## src/design/bpm_pkg.sv

```systemverilog
// shared types and constants of the block-to-patch map fill unit
package bpm_pkg;

  // field widths
  localparam int PIX_W     = 16;
  localparam int LOG2_W    = 3;
  localparam int BLK_N_W   = PIX_W + 1;
  localparam int IDX_W     = 11;
  localparam int ENTRY_W   = 12;
  localparam int MODE_W    = 2;
  localparam int COORD_W   = 8;
  localparam int CFG_IDX_W = 2;
  localparam int CFG_DAT_W = 16;

  // highest patch index plus one that may be placed
  localparam int MAX_PATCHES = 2048;

  // map entry that marks a block with no patch
  localparam logic [ENTRY_W-1:0] ENTRY_UNUSED = 12'hFFF;

  // item modes
  localparam logic [MODE_W-1:0] MODE_CLEAR = 2'd0;
  localparam logic [MODE_W-1:0] MODE_PLACE = 2'd1;
  localparam logic [MODE_W-1:0] MODE_READ  = 2'd2;

  // configuration register indexes
  localparam logic [CFG_IDX_W-1:0] CFG_BLOCK_LOG2 = 2'd0;
  localparam logic [CFG_IDX_W-1:0] CFG_FRAME_W    = 2'd1;
  localparam logic [CFG_IDX_W-1:0] CFG_FRAME_H    = 2'd2;
  localparam logic [CFG_IDX_W-1:0] CFG_PRECEDENCE = 2'd3;

  // configuration reset values
  localparam logic [LOG2_W-1:0] RST_BLOCK_LOG2 = 3'd4;
  localparam logic [PIX_W-1:0]  RST_FRAME_W    = 16'd1024;
  localparam logic [PIX_W-1:0]  RST_FRAME_H    = 16'd1024;

endpackage

```

## src/design/bpm_blk_unit.sv

```systemverilog
// shared pixel-to-block round-up unit
module bpm_blk_unit import bpm_pkg::*; (
  input  logic [PIX_W-1:0]   pixels,
  input  logic [LOG2_W-1:0]  shift_amt,
  output logic [BLK_N_W-1:0] blocks
);

  logic [BLK_N_W-1:0] offset;
  logic [BLK_N_W-1:0] sum;

  // ceil(pixels / 2^shift_amt)
  assign offset = (BLK_N_W'(1) << shift_amt) - BLK_N_W'(1);
  assign sum    = {1'b0, pixels} + offset;
  assign blocks = sum >> shift_amt;

endmodule

```

## config.mk

```make
export PLATFORM = sky130hd
export DESIGN_NAME = bpm_blk_unit
export DESIGN_NICKNAME = d
export VERILOG_FILES = /design/src/design/bpm_pkg.sv /design/src/design/bpm_blk_unit.sv
export SDC_FILE = /design/constraint.sdc
export NUM_CORES = 1
export LEC_CHECK = 0
export BUFFER_PORTS_ARGS = -buffer_cell sky130_fd_sc_hd__buf_2
export CAP_MARGIN = 30
export CORE_ASPECT_RATIO = 2
export CORE_MARGIN = 1.5
export CORE_UTILIZATION = 63
export DETAILED_ROUTE_END_ITERATION = 6
export PLACE_DENSITY = 0.91
export SLEW_MARGIN = 25
export SYNTH_ARGS = -nofsm -noshare
export SYNTH_HDL_FRONTEND = slang
export SYNTH_SLANG_ARGS = --single-unit
export TNS_END_PERCENT = 100
```

## constraint.sdc

```tcl
create_clock -name vclk -period 9.8
set_input_delay 0.98 -clock vclk [all_inputs]
set_output_delay 0.98 -clock vclk [all_outputs]
set_load 0.01 [all_outputs]
```

Word-level counts from Yosys, hierarchy flattened:

Index checks and enable logic that the tools add are counted.

* output and inout port bits: 17
* word-level logic and storage cells: 4
* flip-flop bits (word level): 0
* input bits: 19

* shift operators: 2
* add/subtract/negate cells: 2

Operators with widths (number)
* 16-bit by 17-bit adder with 17-bit output: 1
* 1-bit by 3-bit left shift with 17-bit output (first input constant): 1
* 17-bit by 3-bit right shift with 17-bit output: 1
* 17-bit by 2-bit subtractor with 17-bit output (second input constant): 1

Depth between registers and ports, before layout:

Gate-level depths: netlist of the first run.

* word-level depth: 4
* gate-level depth with buffers: 18
* depth with buffers taken out: 15

Worst setup path after synthesis of the first run:

No wires, ideal clock.

* path type: input to output
* start point: input port shift_amt[0]
* end point: output port blocks[9]
* cell stages on the path: 17
* buffers on the path: 3
* data arrival time: 4.647 ns
* slack: 4.173 ns
* required time: 8.820 ns
* path through: clkbuf_1 > buf_1 > clkbuf_1 > nand2_1 > ha_1 > inv_1 > ha_1 > inv_1 > fa_1 > nand2b_1 > a21oi_1 > nor2b_1 > o21ai_0 > xor2_1 > mux4_2 > mux2_2 > a31o_1

* longest elaborated chain between the ends: 4

RTL lines
* from (decl): RTL line bpm_blk_unit.sv:4 `input logic [LOG2_W-1:0] shift_amt,`
* 1-bit by 3-bit left shift with 17-bit output: RTL line bpm_blk_unit.sv:12 `assign offset = (BLK_N_W'(1) << shift_amt) - BLK_N_W'(1);`
* 17-bit by 2-bit subtractor with 17-bit output: RTL line bpm_blk_unit.sv:12
* 16-bit by 17-bit adder with 17-bit output: RTL line bpm_blk_unit.sv:13 `assign sum = {1'b0, pixels} + offset;`
* 17-bit by 3-bit right shift with 17-bit output (*): RTL line bpm_blk_unit.sv:14 `assign blocks = sum >> shift_amt;`
* to (decl): RTL line bpm_blk_unit.sv:5 `output logic [BLK_N_W-1:0] blocks`

Every way passes the cells marked *; elsewhere a longest branch is shown, timed or not.

Worst setup path in the final report of the first run:

Ends and elaborated chain as after synthesis.

==> summary.md, run 1 <==
| Metric | Value |
|---|---|
| CP Depth | `17` |
| Clkbuf count | `0` |
| Peak per-stage delay on the critical path | `520 ps` |
| Synth unique cells | `51` |
| Highest-count cells in the layout ignoring fill and taps | `39 x inv_1, 36 x buf_2, 23 x ha_1, 17 x nor2_1, 16 x nand2_1` |
| Hold buffer count at cts | `0` |
| Part of the power in registers | `0%` |
| Worst Path Max Fanout | `29` |
| Fmax achieved | `0.1740 GHz` |
| Fin crit period | `5749 ps` |
| Pleak | `0.9543 nW` |
| Worst path cell trace | `buf_2 -> nor2_1 -> nand2_1 -> ha_1 -> inv_1 -> ha_1 -> inv_1 -> fa_1 -> nand2b_1 -> a21oi_1 -> nor2b_1 -> o21ai_0 -> xor2_1 -> mux4_2 -> mux2_2 -> a31o_1 -> buf_2` |
| Design Area, Final | `0.001815 sq mm` |
| WP data required | `8820 ps` |
| Largest net degree at the start of global routing | `31` |
| Drt pass-1 iters | `5` |
| Vias per cell | `6.420` |
| Placed Cells | `283` |
| Max_cap viols | `0` |
| Count of final setup violators | `0` |
| Setup_tns | `0 ps` |
| Clk pwr share | `0%` |
| DR WL met3 | `179 microns` |
| GRT Overall Usage | `30.73%` |
| Slowest-stage cell, CP | `mux4_2` |
| Period Utilization, post-route | `58.66%` |
| Power density over the cells | `99.70 mW/mm^2` |
| Critical Path Source Type | `input port` |
| WP data arrival | `4770 ps` |
| Post-Syn Area | `0.001647 sq mm` |
| Grt total ovfl | `0` |
| Commonest non-fill, non-tap cell in the layout | `inv_1` |
| Vias in the first global route | `1628` |
| Placed cell areas | `0.001815 sq mm` |
| CP Capture Type | `primary output` |
| Antenna cells | `0` |
| Final Util | `72.48%` |
| Initial antenna violation count | `0` |
| Cell internal pwr | `0.08128 mW` |
| Least-Margin Pin Slew | `584.5 ps` |
| M1 wire length | `1443 microns` |
| Port bufs | `36` |
| Yosys warns | `0` |
| Worst vdd ir | `0.06033 mV` |
| Unrepaired setup endpoints after global routing | `false` |
| CP delay by family, top | `simple AND/OR/NAND/NOR gates` |
| Wire length of the first global-routing pass | `6672 microns` |
| Initial Util | `65.73%` |
| Seq/Total Area, Yosys | `0%` |
| Post-Place Setup Slack | `4155 ps` |
| Final setup margin | `4051 ps` |
| Top sig layer | `met4` |
| Fraction of layout cells with a size suffix above 1 | `23.53%` |
| Endpoints failing hold | `0` |
| Die height | `75.30 microns` |
| Cells after Synth | `229` |
| Antenna Nets Post-Route | `0` |
| Routed WL | `4291 microns` |
| Post-cts gate resize count | `0` |
| Num ports | `36` |
| Tightest Hold Check Type | `in2out` |
| Post-layout net count | `300` |
| Net Sw Power | `0.09973 mW` |
| Sw Ratio | `55.10%` |
| Combinational share of power | `100.0%` |
| Fin cells | `283` |
| Hold Path Depth | `5` |
| Die Area | `0.002948 sq mm` |
| Status | `finished clean` |
| Sequential cell count | `0` |
| Area of the core | `0.002505 sq mm` |
| Worst Path Buf+Inv | `4` |
| Die width | `39.15 microns` |
| Synth Area per Inst | `7.190 sq um` |
| Max transition margin | `60.97%` |
| FP Rows | `26` |
| Final RePlAce weighted congestion | `0.9523` |
| DP Wirelength | `3553 microns` |
| Vias | `1817` |
| Residual DRC count | `0` |
| Reg area | `0 sq um` |
| Setup CP Type | `in2out` |
| Metal2 WL | `2286 microns` |
| Worst Hold Slack | `2431 ps` |
| Area grow syn2layout | `10.26%` |
| Post-CTS Setup Repair Bufs | `0` |
| First DRT Iteration DRCs | `120` |
| Pwr Total | `0.1810 mW` |
| Slew Viols, Final | `0` |
| Routed len/inst | `15.16 microns` |
| Syn nets | `272` |
## worst min-delay path, cell delays in order
cell     delay, ps
buf_2           90
inv_1           40
ha_1           110
o21ai_0         80
buf_2          140
## cell families (layout without fill, tap and decap cells)
group / after synthesis / after routing / share of synthesized area (%)
AOI/OAI and AO/OA: 62 / 62 / 27.96
and+or+nand+nor: 60 / 60 / 17.40
buffers and inverters: 49 / 75 / 11.70
adders and majority gates: 24 / 24 / 18.69
muxes: 22 / 22 / 17.86
xor gates and xnor gates: 12 / 12 / 6.383
## Yosys cell counts, types with 2 or more instances
cell type	instances	area, sq um
inv_1	39	146.4
ha_1	23	287.8
nor2_1	17	63.81
nand2_1	16	60.06
a21oi_1	14	70.07
mux2_2	9	101.4
o21ai_0	9	45.04
mux2i_1	8	80.08
xnor2_1	7	61.31
a21o_1	6	45.04
nand3_1	6	30.03
nor3_1	6	30.03
clkbuf_1	5	18.77
mux4_2	5	112.6
xor2_1	5	43.79
nand2b_1	4	25.02
buf_1	3	11.26
nor2b_1	3	18.77
o211ai_1	3	22.52
o21a_1	3	22.52
o31ai_1	3	22.52
a221o_1	2	20.02
a222oi_1	2	20.02
and2_1	2	12.51
o211a_1	2	20.02
o22ai_1	2	12.51
## power groups by stage
stage / clock network, mW / registers [mW] / logic (mW)
global placement: 0 / 0 / 0.172
floorplan: 0 / 0 / 0.132
finish: 0 / 0 / 0.181
detailed placement: 0 / 0 / 0.177
CTS: 0 / 0 / 0.178
global route: 0 / 0 / 0.197
## layout make-up
cell class,instances,area (sq um)
fillers,218,689.4
multi-input cells,180,1454
well taps,28,35.03
inverters,39,146.4
repair buffers,36,180.2
## routing by layer
layer  vias up  track usage [%]
li1        869                -
met1       833            31.15
met2        79            54.07
met3        36            2.332
met4         0            24.52
met5         -                0
## path summary, 6_finish.rpt
kind / startpoint / to / slack (ps)
hold / removal: pixels[0] / blocks[0] / 2430
setup / recovery: shift_amt[0] / blocks[9] / 4050
(Power assumes the default switching activity.)
==> run 2, diff against run 1 <==
- ABC_AREA: default -> 1
- CORE_UTILIZATION: 63 -> 54
- PLACE_DENSITY: 0.91 -> 0.81
- clock period: 9.8 -> 4.6 ns (I/O delays scaled with it)
==> run 2 against run 1 <==
Critical path depth decreased by 1. Highest routed layer unchanged. Total power increased by 80%. Wire length increased by 20%. Via count increased by 25%. Sequential share of layout area unchanged.
==> summary.md, run 2 <==
| Metric | Value |
|---|---|
| Setup_tns | `0 ps (unchanged)` |
| Worst path cell trace | `buf_2 -> clkinv_1 -> nand3_1 -> ha_1 -> inv_1 -> ha_1 -> inv_1 -> fa_1 -> inv_1 -> nand3_1 -> nand3_2 -> xnor2_1 -> o21ai_0 -> o21ai_0 -> o21ai_1 -> buf_2` |
| Num ports | `36 (unchanged)` |
| WP data arrival | `3240 ps (-1530 ps)` |
| Yosys warns | `0 (unchanged)` |
| HP Start | `pixels[15]` |
| Largest family of logic cells by synthesized area | `simple AND/OR/NAND/NOR gates` |
| Initial Util | `56.15% (-9.6 points)` |
| Peak per-stage delay on the critical path | `400 ps (-120 ps)` |
| Max transition margin | `71.16% (+10 points)` |
| Simple-Gate Fraction of Synth Area | `54.55% (+37 points)` |
| Unrepaired setup endpoints after global routing | `false` |
| Worst vdd ir | `0.08840 mV (+47%)` |
| Worst setup path end | `blocks[0]` |
| Port bufs | `36 (unchanged)` |
| Post-Syn Area | `0.001897 sq mm (+15%)` |
| Pleak | `1.324 nW (+39%)` |
| Power density over the cells | `161.8 mW/mm^2 (+62%)` |
| Fin crit period | `3697 ps` |
| Clkbuf count | `0 (unchanged)` |
| Fraction of layout cells with a size suffix above 1 | `16.41% (-7.1 points)` |
| CP Depth | `16 (-1)` |
| Tightest Hold Check Type | `in2out` |
| Die Area | `0.003899 sq mm (+32%)` |
| CP delay by family, top | `buffers and inverters` |
| Fmax achieved | `0.2705 GHz` |
| Cells after Synth | `357 (+56%)` |
| Synth unique cells | `28 (-45%)` |
| Final RePlAce weighted congestion | `0.9001 (-5.5%)` |
| CP Capture Type | `primary output` |
| Sequential cell count | `0 (unchanged)` |
| Vias per cell | `5.447 (-15%)` |
| Endpoints failing hold | `0 (unchanged)` |
| Commonest non-fill, non-tap cell in the layout | `nand2_1` |
| Antenna cells | `0 (unchanged)` |
| Least-Margin Pin Slew | `432.6 ps (-152.0 ps)` |
| Max_cap viols | `0 (unchanged)` |
| Xor/xnor share of the synthesized area | `1.847% (-4.5 points)` |
| Slowest-stage cell, CP | `fa_1` |
| FP Rows | `30 (+15%)` |
| Worst Path Buf+Inv | `6 (+2)` |
| Post-Place Setup Slack | `914.8 ps (-3240 ps)` |
| Adder-Cell Fraction of Synth Area | `16.23% (-2.5 points)` |
| Largest net degree at the start of global routing | `26 (-16%)` |
| Hold buffer count at cts | `0 (unchanged)` |
| Area of the core | `0.003378 sq mm (+35%)` |
| DP Wirelength | `4426 microns (+25%)` |
| Vias | `2266 (+25%)` |
| Top post-synthesis cells by count | `104 x nand2_1, 77 x inv_1, 74 x nand3_1` |
| WP data required | `4140 ps (-4680 ps)` |
| Post-layout net count | `429 (+43%)` |
| Residual DRC count | `0 (unchanged)` |
| Grt total ovfl | `0 (unchanged)` |
| Die width | `44.91 microns (+15%)` |
| Initial antenna violation count | `0 (unchanged)` |
| Routed len/inst | `12.40 microns (-18%)` |
| Setup CP Type | `in2out` |
| Synth Area per Inst | `5.313 sq um (-26%)` |
| Mux share of post-synthesis cell area | `0% (-18 points)` |
| Period Utilization, post-route | `80.36%` |
| Area share of the largest cell type after synthesis | `20.58% (+3.1 points)` |
| Worst Path Max Fanout | `20 (-31%)` |
| Vias in the first global route | `2223 (+37%)` |
| Routed WL | `5160 microns (+20%)` |
| Antenna Nets Post-Route | `0 (unchanged)` |
| Final setup margin | `903.4 ps (-3148 ps)` |
| Origin of the worst setup path | `shift_amt[2]` |
| Drt pass-1 iters | `4 (-1)` |
| Most frequent cell after synthesis | `nand2_1` |
| Top cells by area, synth | `nand2_1 21%, nand3_1 20%, inv_1 15%` |
| Seq/Total Area, Yosys | `0% (unchanged)` |
| Die height | `86.82 microns (+15%)` |
| Count of final setup violators | `0 (unchanged)` |
| Critical Path Source Type | `input port` |
| First DRT Iteration DRCs | `50 (-58%)` |
| GRT Overall Usage | `28.43% (-2.3 points)` |
| Syn nets | `400 (+47%)` |
| Wire length of the first global-routing pass | `8611 microns (+29%)` |
| Post-cts gate resize count | `0 (unchanged)` |
| Crit-path most repeated cell | `inv_1` |
| Status | `finished clean` |
| Area grow syn2layout | `6.465%` |
| Post-CTS Setup Repair Bufs | `0 (unchanged)` |
| Reg area | `0 sq um (unchanged)` |
| Slew Viols, Final | `0 (unchanged)` |
| Highest-count cells in the layout ignoring fill and taps | `104 x nand2_1, 77 x inv_1, 74 x nand3_1, 36 x buf_2, 23 x ha_1` |
| Post-synth top area cell | `nand2_1` |
| Synth Area in Compound Gates | `5.607% (-22 points)` |
-- run 2: cell count changes after synthesis, moves of 6 or more --
cell      delta
clkbuf_8     +6
mux2i_1      -8
xnor2_1      -6
nand2_1     +88
a21o_1       -6
inv_1       +38
mux2_2       -9
nand2_2      +8
nand3_2      +9
nand3_1     +68
nor3_1       -6
-- run 2: worst min path at each step --
| stage | end | slack, ps | cells past startpoint |
|---|---|---|---|
| 2_1_floorplan | blocks[16] | 1140 | 3 |
| 3_3_place_gp | blocks[15] | 1380 | 3 |
| 3_5_place_dp | blocks[16] | 1390 | 5 |
| 4_1_cts | blocks[16] | 1390 | 5 |
| 5_1_grt | blocks[15] | 1430 | 3 |
| 6_report | blocks[16] | 1390 | 5 |
-- run 2: power by group --
part,total (mW),internal (mW),switching [mW]
sequential,0,0,0
combinational,0.327,0.117,0.210
clock,0,0,0
total,0.327,0.117,0.210
-- run 2: tightest hold or removal path, stage by stage --
cell and delay, ps:
buf_2 90, nand3_2 120, nand2_1 100, nor2_1 30, buf_2 130
-- run 2: kinds of logic after synthesis --
logic type               Yosys count
AO/OA/AOI/OAI                     19
XOR/XNOR                           4
adder cells (fa/ha/maj)           24
buffers and inverters             91
AND/OR/NAND/NOR                  219
-- run 2: routing by layer --
| layer | global-route usage, % | vias to the layer above | routed length (microns) |
|---|---|---|---|
| met2 | 56.13 | 49 | 2922 |
| met5 | 0 | - | 0 |
| met4 | 18.45 | 0 | 331 |
| met1 | 25.56 | 1011 | 1815 |
| met3 | 1.042 | 22 | 91 |
| li1 | - | 1184 | - |
-- run 2: through the flow --
step	cells	area (sq um)	power (mW)	utilization (%)	hold slack [ps]
2_1_floorplan	357	1897	0.2476	-	1139
3_5_place_dp	416	2019	0.3243	59.78	1391
5_1_grt	416	2019	0.3719	59.78	1434
6_report	416	2019	0.3267	59.78	1391
4_1_cts	416	2019	0.3261	59.78	1391
3_3_place_gp	416	2019	0.3190	59.78	1384
-- run 2: layout make-up --
class / count / area (sq um)
fill: 375 / 1359
tap: 32 / 40.04
multi-input combinational: 266 / 1484
timing repair buffer: 38 / 195.2
inverter: 80 / 300.3
